## src/design/asr_pkg.sv

```systemverilog
// ----------------------------------------------------------------------------
// asr_pkg
// Shared types and codes for the adaptive slicer serial receiver.
// ----------------------------------------------------------------------------
package asr_pkg;

   localparam int SAMPLE_W   = 8;
   localparam int BYTE_BITS  = 8;
   localparam int CSR_IDX_W  = 2;
   localparam int CSR_DATA_W = 8;

   // configuration register indexes
   localparam logic [CSR_IDX_W-1:0] CSR_CLOCK_LOST_RANGE = 2'd0;
   localparam logic [CSR_IDX_W-1:0] CSR_DATA_IDLE_RANGE  = 2'd1;
   localparam logic [CSR_IDX_W-1:0] CSR_INVERT_CLOCK     = 2'd2;
   localparam logic [CSR_IDX_W-1:0] CSR_INVERT_DATA      = 2'd3;

   // configuration reset values
   localparam logic [SAMPLE_W-1:0] CLOCK_LOST_RANGE_RST = 8'd20;
   localparam logic [SAMPLE_W-1:0] DATA_IDLE_RANGE_RST  = 8'd20;

   // receiver phase codes
   localparam logic [2:0] PH_IDLE_HIGH = 3'd0;
   localparam logic [2:0] PH_IDLE_LOW  = 3'd1;
   localparam logic [2:0] PH_READ_HIGH = 3'd2;
   localparam logic [2:0] PH_READ_LOW  = 3'd3;
   localparam logic [2:0] PH_FINISHED  = 3'd4;
   localparam logic [2:0] PH_LOST      = 3'd5;

   // sequencer codes
   localparam logic [1:0] SEQ_IDLE = 2'd0;
   localparam logic [1:0] SEQ_SCAN = 2'd1;
   localparam logic [1:0] SEQ_EVAL = 2'd2;

   // window control from the sequencer
   typedef struct packed {
      logic push;    // load newest sample, restart span
      logic rotate;  // advance the window by one place
      logic take;    // fold the entry at place 0 into the span
   } win_ctrl_type;

   // configuration as seen by the phase machine
   typedef struct packed {
      logic [SAMPLE_W-1:0] clock_lost_range;
      logic [SAMPLE_W-1:0] data_idle_range;
      logic                invert_clock;
      logic                invert_data;
   } cfg_type;

   // window span and newest sample
   typedef struct packed {
      logic [SAMPLE_W-1:0] min;
      logic [SAMPLE_W-1:0] max;
      logic [SAMPLE_W-1:0] newest;
   } span_type;

   // one result item
   typedef struct packed {
      logic                byte_valid;
      logic [BYTE_BITS-1:0] received_byte;
      logic                clock_lost;
   } result_type;

endpackage

```

## src/design/asr_req_if.sv

```systemverilog
// ----------------------------------------------------------------------------
// asr_req_if
// Sample channel: one clock line and one data line sample per item.
// ----------------------------------------------------------------------------
interface asr_req_if;
   logic       valid;
   logic       ready;
   logic [7:0] clock_sample;
   logic [7:0] data_sample;

   modport source (output valid, output clock_sample, output data_sample, input ready);
   modport sink   (input valid, input clock_sample, input data_sample, output ready);
endinterface

```

## src/design/asr_rsp_if.sv

```systemverilog
// ----------------------------------------------------------------------------
// asr_rsp_if
// Result channel: byte strobe, received byte and clock lost flag.
// ----------------------------------------------------------------------------
interface asr_rsp_if;
   logic       valid;
   logic       ready;
   logic       byte_valid;
   logic [7:0] received_byte;
   logic       clock_lost;

   modport source (output valid, output byte_valid, output received_byte,
                   output clock_lost, input ready);
   modport sink   (input valid, input byte_valid, input received_byte,
                   input clock_lost, output ready);
endinterface

```

## src/design/asr_window.sv

```systemverilog
// ----------------------------------------------------------------------------
// asr_window
// Sliding sample window with a shared min/max compare unit. While rotate is
// high the window rotates one place a cycle; entries pass the unit in turn.
// ----------------------------------------------------------------------------
module asr_window #(
   parameter int DEPTH = 16
) (
   input  logic                  clock,
   input  asr_pkg::win_ctrl_type ctrl,
   input  logic [7:0]            sample,
   output asr_pkg::span_type     span
);
   import asr_pkg::*;

   logic [SAMPLE_W-1:0] window_ff [DEPTH];
   logic [SAMPLE_W-1:0] window_in [DEPTH];
   logic [SAMPLE_W-1:0] min_ff, min_in;
   logic [SAMPLE_W-1:0] max_ff, max_in;
   logic [SAMPLE_W-1:0] newest_ff, newest_in;

   // shift in on push, rotate towards place 0 while scanning
   always_comb begin
      for (int i = 0; i < DEPTH; i++) begin
         window_in[i] = window_ff[i];
      end
      if (ctrl.push) begin
         window_in[0] = sample;
         for (int i = 1; i < DEPTH; i++) begin
            window_in[i] = window_ff[i-1];
         end
      end else if (ctrl.rotate) begin
         for (int i = 0; i < DEPTH - 1; i++) begin
            window_in[i] = window_ff[i+1];
         end
         window_in[DEPTH-1] = window_ff[0];
      end
   end

   // shared compare unit: fold place 0 into the running span
   always_comb begin
      min_in    = min_ff;
      max_in    = max_ff;
      newest_in = newest_ff;
      if (ctrl.push) begin
         min_in    = sample;
         max_in    = sample;
         newest_in = sample;
      end else if (ctrl.take) begin
         if (window_ff[0] < min_ff) begin
            min_in = window_ff[0];
         end
         if (window_ff[0] > max_ff) begin
            max_in = window_ff[0];
         end
      end
   end

   always_ff @(posedge clock) begin
      for (int i = 0; i < DEPTH; i++) begin
         window_ff[i] <= window_in[i];
      end
      min_ff    <= min_in;
      max_ff    <= max_in;
      newest_ff <= newest_in;
   end

   assign span.min    = min_ff;
   assign span.max    = max_ff;
   assign span.newest = newest_ff;

endmodule

```

## src/design/asr_phase_fsm.sv

```systemverilog
// ----------------------------------------------------------------------------
// asr_phase_fsm
// Slices both lines against their window midpoints and runs the receiver
// phase machine: start bit, eight data bits MSB first, then the byte.
// ----------------------------------------------------------------------------
module asr_phase_fsm (
   input  logic                clock,
   input  logic                reset,
   input  logic                step,
   input  asr_pkg::cfg_type    cfg,
   input  asr_pkg::span_type   clk_span,
   input  asr_pkg::span_type   dat_span,
   output asr_pkg::result_type result
);
   import asr_pkg::*;

   logic [2:0]           phase_ff, phase_in;
   logic [3:0]           bits_ff, bits_in;
   logic [BYTE_BITS-1:0] shift_ff, shift_in;

   logic [SAMPLE_W-1:0] clk_range, dat_range;
   logic [SAMPLE_W:0]   clk_sum, dat_sum;
   logic [SAMPLE_W-1:0] clk_thr, dat_thr;
   logic                lost, clk_high, data_high;
   logic                valid;
   logic [BYTE_BITS-1:0] byte_out;

   // slice both lines
   always_comb begin
      clk_range = clk_span.max - clk_span.min;
      dat_range = dat_span.max - dat_span.min;
      clk_sum   = {1'b0, clk_span.min} + {1'b0, clk_span.max};
      dat_sum   = {1'b0, dat_span.min} + {1'b0, dat_span.max};
      clk_thr   = clk_sum[SAMPLE_W:1];
      dat_thr   = dat_sum[SAMPLE_W:1];
      lost      = (clk_range <= cfg.clock_lost_range);
      clk_high  = !lost && ((clk_span.newest < clk_thr) == cfg.invert_clock);
      data_high = (dat_range <= cfg.data_idle_range) ||
                  ((dat_span.newest < dat_thr) == cfg.invert_data);
   end

   // phase transitions; a lost clock overrides all but the lost phase
   always_comb begin
      phase_in = phase_ff;
      bits_in  = bits_ff;
      shift_in = shift_ff;
      valid    = 1'b0;
      byte_out = '0;
      unique case (phase_ff)
         PH_IDLE_LOW: begin
            if (clk_high) begin
               phase_in = PH_IDLE_HIGH;
            end
         end
         PH_READ_HIGH: begin
            if (!clk_high) begin
               if (bits_ff < 4'(BYTE_BITS)) begin
                  shift_in = {shift_ff[BYTE_BITS-2:0], data_high};
                  bits_in  = bits_ff + 4'd1;
                  phase_in = PH_READ_LOW;
               end else begin
                  phase_in = PH_FINISHED;
               end
            end
         end
         PH_READ_LOW: begin
            if (clk_high) begin
               phase_in = PH_READ_HIGH;
            end
         end
         PH_FINISHED: begin
            valid    = 1'b1;
            byte_out = shift_ff;
            phase_in = clk_high ? PH_IDLE_HIGH : PH_IDLE_LOW;
         end
         PH_LOST: begin
            if (!lost) begin
               phase_in = clk_high ? PH_IDLE_HIGH : PH_IDLE_LOW;
            end
         end
         default: begin
            // idle high, and the unreachable codes behave the same
            phase_in = PH_IDLE_HIGH;
            if (!clk_high) begin
               if (data_high) begin
                  phase_in = PH_IDLE_LOW;
               end else begin
                  bits_in  = '0;
                  shift_in = '0;
                  phase_in = PH_READ_LOW;
               end
            end
         end
      endcase
      if (lost && phase_ff != PH_LOST) begin
         phase_in = PH_LOST;
      end
   end

   always_ff @(posedge clock) begin
      if (reset) begin
         phase_ff <= PH_IDLE_HIGH;
         bits_ff  <= '0;
         shift_ff <= '0;
      end else if (step) begin
         phase_ff <= phase_in;
         bits_ff  <= bits_in;
         shift_ff <= shift_in;
      end
   end

   assign result.byte_valid    = valid;
   assign result.received_byte = byte_out;
   assign result.clock_lost    = (phase_in == PH_LOST);

endmodule

```

## src/design/adaptive_slicer_serial_receiver_unit.sv

```systemverilog
// Each sample item goes from acceptance to result through a load step that
// fills both windows, a scan that rotates the windows past the shared
// min/max compare units, and an evaluation step that slices the lines,
// steps the phase machine and loads the result register. One result item
// is produced per sample item. The block takes a new sample only when idle,
// which it may be while a result still waits in the output register; the
// evaluation cycle holds until that register is free. Configuration writes
// are taken on any cycle with csr_we high.
// ----------------------------------------------------------------------------
// adaptive_slicer_serial_receiver_unit
// Top level: sequencer, configuration registers, windows and result register.
// ----------------------------------------------------------------------------
module adaptive_slicer_serial_receiver_unit #(
   parameter int WINDOW_DEPTH = 16
) (
   input  logic                           clock,
   input  logic                           reset,
   asr_req_if.sink                        req_chan,
   asr_rsp_if.source                      rsp_chan,
   input  logic                           csr_we,
   input  logic [asr_pkg::CSR_IDX_W-1:0]  csr_index,
   input  logic [asr_pkg::CSR_DATA_W-1:0] csr_wdata
);
   import asr_pkg::*;

   localparam int CNT_W  = $clog2(WINDOW_DEPTH);
   localparam int FILL_W = $clog2(WINDOW_DEPTH + 1);

   logic [1:0]        seq_ff, seq_in;
   logic [CNT_W-1:0]  cnt_ff, cnt_in;
   logic [FILL_W-1:0] fill_ff, fill_in;
   cfg_type           cfg_ff, cfg_in;
   result_type        rsp_ff, rsp_in;
   logic              rsp_valid_ff, rsp_valid_in;

   win_ctrl_type ctrl;
   logic         step;
   logic         req_take;
   span_type     clk_span, dat_span;
   result_type   result;

   // configuration writes
   always_comb begin
      cfg_in = cfg_ff;
      if (csr_we) begin
         unique case (csr_index)
            CSR_CLOCK_LOST_RANGE: cfg_in.clock_lost_range = csr_wdata;
            CSR_DATA_IDLE_RANGE:  cfg_in.data_idle_range  = csr_wdata;
            CSR_INVERT_CLOCK:     cfg_in.invert_clock     = csr_wdata[0];
            CSR_INVERT_DATA:      cfg_in.invert_data      = csr_wdata[0];
            default: ;
         endcase
      end
   end

   assign req_chan.ready = (seq_ff == SEQ_IDLE);
   assign req_take       = req_chan.valid && req_chan.ready;

   // sequencer: load, scan the windows, evaluate
   always_comb begin
      seq_in       = seq_ff;
      cnt_in       = cnt_ff;
      fill_in      = fill_ff;
      ctrl         = '0;
      step         = 1'b0;
      rsp_in       = rsp_ff;
      rsp_valid_in = rsp_valid_ff && !rsp_chan.ready;
      unique case (seq_ff)
         SEQ_IDLE: begin
            if (req_take) begin
               ctrl.push = 1'b1;
               cnt_in    = '0;
               if (fill_ff != FILL_W'(WINDOW_DEPTH)) begin
                  fill_in = fill_ff + FILL_W'(1);
               end
               seq_in = SEQ_SCAN;
            end
         end
         SEQ_SCAN: begin
            ctrl.rotate = 1'b1;
            ctrl.take   = (FILL_W'(cnt_ff) < fill_ff);
            cnt_in      = cnt_ff + CNT_W'(1);
            if (cnt_ff == CNT_W'(WINDOW_DEPTH - 1)) begin
               seq_in = SEQ_EVAL;
            end
         end
         SEQ_EVAL: begin
            if (!rsp_valid_ff || rsp_chan.ready) begin
               step         = 1'b1;
               rsp_in       = result;
               rsp_valid_in = 1'b1;
               seq_in       = SEQ_IDLE;
            end
         end
         default: begin
            seq_in = SEQ_IDLE;
         end
      endcase
   end

   always_ff @(posedge clock) begin
      if (reset) begin
         seq_ff                  <= SEQ_IDLE;
         cnt_ff                  <= '0;
         fill_ff                 <= '0;
         cfg_ff.clock_lost_range <= CLOCK_LOST_RANGE_RST;
         cfg_ff.data_idle_range  <= DATA_IDLE_RANGE_RST;
         cfg_ff.invert_clock     <= 1'b0;
         cfg_ff.invert_data      <= 1'b0;
         rsp_valid_ff            <= 1'b0;
      end else begin
         seq_ff       <= seq_in;
         cnt_ff       <= cnt_in;
         fill_ff      <= fill_in;
         cfg_ff       <= cfg_in;
         rsp_valid_ff <= rsp_valid_in;
      end
   end

   // result payload
   always_ff @(posedge clock) begin
      rsp_ff <= rsp_in;
   end

   asr_window #(.DEPTH(WINDOW_DEPTH)) u_clk_window (
      .clock  (clock),
      .ctrl   (ctrl),
      .sample (req_chan.clock_sample),
      .span   (clk_span)
   );

   asr_window #(.DEPTH(WINDOW_DEPTH)) u_dat_window (
      .clock  (clock),
      .ctrl   (ctrl),
      .sample (req_chan.data_sample),
      .span   (dat_span)
   );

   asr_phase_fsm u_phase_fsm (
      .clock    (clock),
      .reset    (reset),
      .step     (step),
      .cfg      (cfg_ff),
      .clk_span (clk_span),
      .dat_span (dat_span),
      .result   (result)
   );

   assign rsp_chan.valid         = rsp_valid_ff;
   assign rsp_chan.byte_valid    = rsp_ff.byte_valid;
   assign rsp_chan.received_byte = rsp_ff.received_byte;
   assign rsp_chan.clock_lost    = rsp_ff.clock_lost;

endmodule

```

## src/flat_wrapper.sv

```systemverilog
// flat-port wrapper written by rule: the top's interface ports become plain ports
module adaptive_slicer_serial_receiver_unit_flat import asr_pkg::*;
#(
   parameter int WINDOW_DEPTH = 16
)
  (clock, reset, csr_we, csr_index, csr_wdata, req_chan_valid, req_chan_clock_sample, req_chan_data_sample, req_chan_ready, rsp_chan_valid, rsp_chan_byte_valid, rsp_chan_received_byte, rsp_chan_clock_lost, rsp_chan_ready);
  asr_req_if req_chan_i ();
  asr_rsp_if rsp_chan_i ();
  input  logic clock;
  input  logic reset;
  input  logic csr_we;
  input  logic [asr_pkg::CSR_IDX_W-1:0] csr_index;
  input  logic [asr_pkg::CSR_DATA_W-1:0] csr_wdata;
  input wire logic [$bits(req_chan_i.valid)-1:0] req_chan_valid;
  input wire logic [$bits(req_chan_i.clock_sample)-1:0] req_chan_clock_sample;
  input wire logic [$bits(req_chan_i.data_sample)-1:0] req_chan_data_sample;
  output wire logic [$bits(req_chan_i.ready)-1:0] req_chan_ready;
  output wire logic [$bits(rsp_chan_i.valid)-1:0] rsp_chan_valid;
  output wire logic [$bits(rsp_chan_i.byte_valid)-1:0] rsp_chan_byte_valid;
  output wire logic [$bits(rsp_chan_i.received_byte)-1:0] rsp_chan_received_byte;
  output wire logic [$bits(rsp_chan_i.clock_lost)-1:0] rsp_chan_clock_lost;
  input wire logic [$bits(rsp_chan_i.ready)-1:0] rsp_chan_ready;
  assign req_chan_i.valid = req_chan_valid;
  assign req_chan_i.clock_sample = req_chan_clock_sample;
  assign req_chan_i.data_sample = req_chan_data_sample;
  assign req_chan_ready = req_chan_i.ready;
  assign rsp_chan_valid = rsp_chan_i.valid;
  assign rsp_chan_byte_valid = rsp_chan_i.byte_valid;
  assign rsp_chan_received_byte = rsp_chan_i.received_byte;
  assign rsp_chan_clock_lost = rsp_chan_i.clock_lost;
  assign rsp_chan_i.ready = rsp_chan_ready;
  adaptive_slicer_serial_receiver_unit #(.WINDOW_DEPTH(WINDOW_DEPTH)) u_core (.clock(clock), .reset(reset), .req_chan(req_chan_i), .rsp_chan(rsp_chan_i), .csr_we(csr_we), .csr_index(csr_index), .csr_wdata(csr_wdata));
endmodule
```

## config.mk

```make
export PLATFORM = sky130hd
export DESIGN_NAME = adaptive_slicer_serial_receiver_unit_flat
export DESIGN_NICKNAME = d
export VERILOG_FILES = /design/src/design/asr_pkg.sv /design/src/design/asr_req_if.sv /design/src/design/asr_rsp_if.sv /design/src/design/asr_window.sv /design/src/design/asr_phase_fsm.sv /design/src/design/adaptive_slicer_serial_receiver_unit.sv /design/src/flat_wrapper.sv
export SDC_FILE = /design/constraint.sdc
export NUM_CORES = 1
export LEC_CHECK = 0
export ABC_CLOCK_PERIOD_IN_PS = 11800
export BUFFER_PORTS_ARGS = -buffer_cell sky130_fd_sc_hd__buf_4
export CORE_UTILIZATION = 62
export CTS_CLUSTER_SIZE = 20
export DETAILED_ROUTE_END_ITERATION = 16
export PLACE_DENSITY = 0.85
export SLEW_MARGIN = 10
export SYNTH_ARGS = -nofsm -noshare
export SYNTH_HDL_FRONTEND = slang
export SYNTH_SLANG_ARGS = --single-unit
export TNS_END_PERCENT = 10
```

## constraint.sdc

```tcl
create_clock -name clock -period 11.8 [get_ports clock]
set_input_delay 1.18 -clock clock [delete_from_list [all_inputs] [get_ports clock]]
set_output_delay 1.18 -clock clock [all_outputs]
set_load 0.005 [all_outputs]
```

# Yosys cells after proc, flatten, opt, wreduce, memory -nomap -nowiden

Memories as Yosys holds them, arrays and structs flattened.
Cells that the tools add are included.

Add/subtract/negate cells: 7
$lt $le $gt $ge: 10
Equal/unequal tests: 21
Muxes and demuxes: 50
Bitwise logic cells: 2
Reduce and logical (&&, ||, !) cells: 31

Operators by type and width:

| operator              | number |
|---|---|
| $mux W128             | 4 |
| $mux W8               | 16 |
| $lt A8 B8 Y1          | 4 |
| $mux W4               | 5 |
| $reduce_and A2 Y1     | 10 |
| $add A8 B8 Y9         | 2 |
| $mux W3               | 6 |
| $gt A8 B8 Y1          | 2 |
| $le A8 B8 Y1          | 2 |
| $pmux W4 S2           | 2 |
| $pmux W8 S2           | 1 |
| $sub A8 B8 Y8         | 2 |
| $pmux W3 S5           | 1 |
| $mux W2               | 6 |
| $reduce_bool A2 Y1    | 6 |
| $eq A3 B3 Y1 const B  | 3 |
| $add A4 B1 Y4 const B | 2 |
| $mux W1               | 8 |
| $eq A2 B2 Y1 const B  | 3 |
| $eq A3 B2 Y1 const B  | 2 |
| $ne A2 B1 Y1 const B  | 3 |
| $pmux W2 S3           | 1 |
| $reduce_and A3 Y1     | 2 |
| $add A5 B1 Y5 const B | 1 |
| 16 further kinds      | 27 |

Flip-flop bits (word level): 103
Bits in writable memories: 256
Input port bits: 31
Output and inout port bits: 12
Logic and storage cells: 143
Memories kept: 2

Memory list:

| memory                        | depth | width | rd ports | clocked after memory_dff | write ports | RTL line         | source |
|---|---|---|---|---|---|---|---|
| u_core.u_clk_window.window_ff | 16    | 8     | 16       | 0                        | 16          | asr_window.sv:16 | `logic [SAMPLE_W-1:0] window_ff [DEPTH];` |
| u_core.u_dat_window.window_ff | 16    | 8     | 16       | 0                        | 16          | asr_window.sv:16 |  |

# Depth between registers and ports, before layout

Depth in word-level cells: 9
Depth in mapped cells: 20
Mapped depth without buffers: 20

# Cells and area by module

From an unflattened synthesis, not the netlist that was laid out.

Cells, all modules: 1270
Area, all modules: 17336.6 µm²

Modules (own cells, without submodules):

| module                               | instances | cells each | area each (µm²) | sequential area each (µm²) |
|---|---|---|---|---|
| asr_window                           | 2         | 391        | 6568.8          | 4564.4 |
| asr_phase_fsm                        | 1         | 331        | 2536.2          | 300.3 |
| adaptive_slicer_serial_receiver_unit | 1         | 157        | 1662.8          | 900.9 |

# Worst setup path after synthesis

OpenSTA, ideal clock, no wires.

Kind: input-to-reg
Start point: in req_chan_valid
End point: reg u_core.cnt_ff[2]
Library setup time: 128 ps
Data arrival time: 7608 ps
Data required time: 11672 ps
Slack: 4065 ps
Cell stages on the path: 5
Buffers on the path: 0
Cells stage by stage: nand2_1 nand2_1 o21ai_0 a21oi_1 nor2_1

Longest elaborated chain between the ends: 3

Ends and longest elaborated chain:

| what                               | RTL line                                    | source |
|---|---|---|
| start: declaration                 | flat_wrapper.sv:14                          | `input wire logic [$bits(req_chan_i.valid)-1:0] req_chan_valid;` |
| $logic_and A1 B1 Y1                | adaptive_slicer_serial_receiver_unit.sv:57  | `assign req_take = req_chan.valid && req_chan.ready;` |
| $ne A2 B2 Y1 (no source line)      | -                                           |  |
| $reduce_and A2 Y1 (no source line) | -                                           |  |
| end signal: assignment             | adaptive_slicer_serial_receiver_unit.sv:113 | `cnt_ff <= cnt_in;` |
| end: declaration                   | adaptive_slicer_serial_receiver_unit.sv:30  | `logic [CNT_W-1:0] cnt_ff, cnt_in;` |

Every way passes these cells.
A chain may end at the register's enable or synchronous reset.

# Worst setup path in the final report

Start point: reg u_core.u_clk_window.max_ff[0]
End point: reg u_core.u_phase_fsm.shift_ff[6]

Longest elaborated chain between the ends: 6
Elaborated cells between the ends (all ways): 9
Those cells by class: add/sub: 2; order compare: 2; eq/ne: 1; bitwise: 1; reduce/logical: 3

Ends and longest elaborated chain:

| what                                             | RTL line                                 | source |
|---|---|---|
| start: declaration                               | asr_window.sv:19                         | `logic [SAMPLE_W-1:0] max_ff, max_in;` |
| start signal: assignment                         | asr_window.sv:64                         | `max_ff <= max_in;` |
| $add A8 B8 Y9 or $sub A8 B8 Y8 (tied branches)   | asr_phase_fsm.sv:32, asr_phase_fsm.sv:30 |  |
| $lt A8 B8 Y1 or $le A8 B8 Y1 (tied branches)     | asr_phase_fsm.sv:37, asr_phase_fsm.sv:36 |  |
| $eq A1 B1 Y1 or $logic_not A1 Y1 (tied branches) | -                                        |  |
| $logic_and A1 B1 Y1 *                            | asr_phase_fsm.sv:37                      | `clk_high = !lost && ((clk_span.newest < clk_thr) == cfg.invert_clock);` |
| $not A1 Y1 (no source line) *                    | -                                        |  |
| $reduce_and A5 Y1 (no source line) *             | -                                        |  |
| end signal: assignment                           | asr_phase_fsm.sv:108                     | `shift_ff <= shift_in;` |
| end: declaration                                 | asr_phase_fsm.sv:19                      | `logic [BYTE_BITS-1:0] shift_ff, shift_in;` |

Mark *: on every way between the ends. The rest lies on a longest branch, timed or not.

==> impl_metrics.yaml <==
run_status:
  outcome: "finished clean"
synth:
  synth_cell_type_count: 54
  ys_async_sr_fraction_pct: 0
  synth_top_area_cell: "edfxtp_1"
  synth-edff-count: 314
  ys_ff_latch: 359
  yosys_warnings: 0
  yosys_most_used_dff: "edfxtp_1"
  ys_seq_area_share_pct: 60.4
  syn_inst: 1720
  syn_nets: 1852
  synth.top_cell.area_share_pct: 55.1
  synthTopCellsByArea: "edfxtp_1, nand2_1, ha_1"
  avgSynthCellArea_um2: 9.94
  synth.cell_area_um2: 17100
route:
  drt-total-wl_mm: 32.5
  viasPerCell: 5.60
  drc: 0
  drt_iter0_drc: 1306
  wl_per_cell_um: 15.5
  final_antenna_net_count: 0
  top_layer: "met4"
  wl_met3_mm: 1.71
  first_pass_iters: 5
  dr_total_vias: 11800
  wl_met2_mm: 15.4
  met1_length_mm: 14.6
global_routing:
  overflow: 0
  grt_pass1_wl_mm: 53.5
  grt_pass1_vias: 11300
  grt_max_degree: 206
  track_usage_pct: 23.1
  antenna_found_initial: 0
clock_tree:
  cts_tree: "yes"
  path_clk_slew_ps: 60
  clock_sinks: 359
  clk_path_buf_depth: 3
  post_cts_resized: 0
  worstSkewPairLatency_ps: 530
  postCtsHoldBufs: 0
  cts_buffers: 37
  cts_setup_buffers: 0
  root_buffer: "clkbuf_16"
  htreeDepth: 2
floorplanning:
  fp.coreArea_um2: 27000
  die_y_um: 168
  die_w_um: 168
  num_io_pins: 43
  die_area_um2: 28300
  start_util_pct: 63.3
  fp-row-count: 60
power_and_ir_drop:
  p_switching_mw: 1.01
  p_comb_share_pct: 19.8
  p_leak_nw: 8.32
  clkPwrFrac_pct: 31.4
  powerDensity_nw_per_um2: 188
  seq_power_share_pct: 48.8
  sw_frac_of_total_pct: 28.7
  irDropWorstVdd_uv: 96.7
  internal_power_mw: 2.51
setup_path:
  crit_arrival_ps: 4600
  path_max_fanout: 12
  critPathLaunchType: "flip-flop"
  required_ps: 12190
  end_kind: "flip-flop"
  critPathKind: "reg -> reg"
sta:
  worstMarginPinSlew_ps: 1170
  setup_viol: 0
  setup_tns_ps: 0
  fin_skew_ps: 22.2
  hold_viol: 0
  worst_slack_ps: 7590
  period_needed_ps: 4210
  slew_headroom_pct: 22.3
  finalCritPeriodShare_pct: 35.7
  fmax_ghz: 0.238
  rsz0062_at_grt: "false"
  drv_slew: 0
final_layout:
  fin_area_um2: 18800
  diodes: 0
  nets: 1868
  synthToLayoutAreaGrowth_pct: 9.73
  drive_gt1_share_pct: 6.53
  nFillCells: 1827
min_path:
  min_path_type: "reg -> reg"
run:
  max-cap-violations: 0
placed_design:
  port_buffers: 42
  gp_congestion: 0.920
  dpl_cell_area_um2: 17600
  post-place-ws_ps: 7620
  dpl.hpwl_mm: 20.1
## metrics by stage
stage          hold WS [ps]  cells  utilization [%]  power (mW)
2_1_floorplan           436   1720                -        2.26
3_5_place_dp            457   2038             65.3        2.42
3_3_place_gp            447   2038             65.3        2.37
4_1_cts                 466   2102             69.4        3.54
6_report                467   2102             69.4        3.52
5_1_grt                 494   2102             69.4        3.69
## logic make-up (layout without fill, tap and decap cells)
family          count (synthesis)  in the layout  synth area share, %
simple gates                  942            942                 21.6
mux                             6              6                0.358
xor+xnor                       30             30                 1.58
buf+inv                       141            182                 3.14
flops                         359            359                 60.4
compound gates                141            141                 5.34
fa+ha+maj                     101            101                 7.56
## registers in the layout (all words and copies together) (netlist names), 2 cells and up
| register | count |
|---|---|
| u_core.u_phase_fsm.shift_ff | 8 |
| u_core.cnt_ff | 4 |
| u_core.u_phase_fsm.phase_ff | 3 |
| u_core.rsp_chan.received_byte | 8 |
| u_core.cfg_ff | 18 |
| u_core.u_clk_window.min_ff | 8 |
| u_core.u_phase_fsm.bits_ff | 4 |
| u_core.u_dat_window.max_ff | 8 |
| u_core.u_dat_window.newest_ff | 8 |
| u_core.u_dat_window.window_ff | 128 |
| u_core.seq_ff | 2 |
| u_core.u_clk_window.max_ff | 8 |
| u_core.u_clk_window.window_ff | 128 |
| u_core.u_dat_window.min_ff | 8 |
| u_core.fill_ff | 5 |
| u_core.u_clk_window.newest_ff | 8 |
## synthesized netlist by cell type, types with 13 or more instances
cell	instances
clkbuf_1	65
inv_1	65
a21oi_1	59
xnor2_1	26
nor2_1	62
nand3_1	13
dfxtp_1	45
o21ai_1	18
ha_1	97
nand2_1	815
edfxtp_1	314
## placed cells by master (no fill, tap or decap), types with 7 or more instances in the layout
master	netlist	routed
dfxtp_1	45	45
nand2_1	815	813
nand4_1	8	8
nand2b_1	8	8
edfxtp_1	314	314
buf_4	0	46
clkbuf_16	0	37
clkbuf_1	65	12
inv_1	65	65
ha_1	97	97
a22oi_1	7	7
o21ai_1	18	18
o21ai_0	10	10
xnor2_1	26	26
nand3_1	13	13
a21o_1	10	10
nor2_1	62	62
and2_1	9	9
o21bai_1	10	10
a21oi_1	59	59
## power groups by stage
stage | sequential (mW) | combinational [mW] | clock (mW)
6_report | 1.72 | 0.698 | 1.11
5_1_grt | 1.74 | 0.790 | 1.17
4_1_cts | 1.72 | 0.697 | 1.12
3_5_place_dp | 1.74 | 0.686 | 0
3_3_place_gp | 1.73 | 0.642 | 0
2_1_floorplan | 1.72 | 0.533 | 0
## layout make-up
cell class,instances,area [µm²],share of cell area [%]
clock buffer,50,985,5.25
clock inverter,14,135,0.720
inverter,71,274,1.46
multi-input combinational,1220,6250,33.3
sequential,359,10300,55.0
tap,341,427,2.27
timing repair buffer,47,365,1.95
## routing by layer
| metal | vias up | GRT usage, % |
|---|---|---|
| li1 | 5739 | - |
| met5 | - | 0 |
| met2 | 339 | 37.8 |
| met4 | 0 | 7.79 |
| met3 | 64 | 3.69 |
| met1 | 5622 | 31.9 |
## worst paths after layout
kind,from,end,slack [ps],cells past startpoint
max,u_core.u_clk_window.max_ff[0]$_DFFE_PP_,u_core.u_phase_fsm.shift_ff[6]$_SDFFE_PP0P_,7590,20
min reg2reg,u_core.cfg_ff[8]$_SDFFE_PP0P_,u_core.cfg_ff[8]$_SDFFE_PP0P_,470,2
min,u_core.cfg_ff[8]$_SDFFE_PP0P_,u_core.cfg_ff[8]$_SDFFE_PP0P_,470,2
max reg2reg,u_core.u_clk_window.max_ff[0]$_DFFE_PP_,u_core.u_phase_fsm.shift_ff[6]$_SDFFE_PP0P_,7590,20
## worst max-delay path, cell delays in order, from the launching register on
cell and delay (ps):
edfxtp_1 430, ha_1 240, inv_1 70, fa_1 210, o21bai_1 80, a21oi_1 230, nor2_1 60, nor2_1 90
nor2_1 40, nor2_1 150, o21bai_1 80, a21oi_1 220, ha_1 300, a21oi_1 160, o21ai_1 120, a21oi_4 210
xnor2_2 160, a2111oi_4 780, nor2_4 140, a22oi_1 210, nor2_1 60
(Power assumes the default switching activity.)
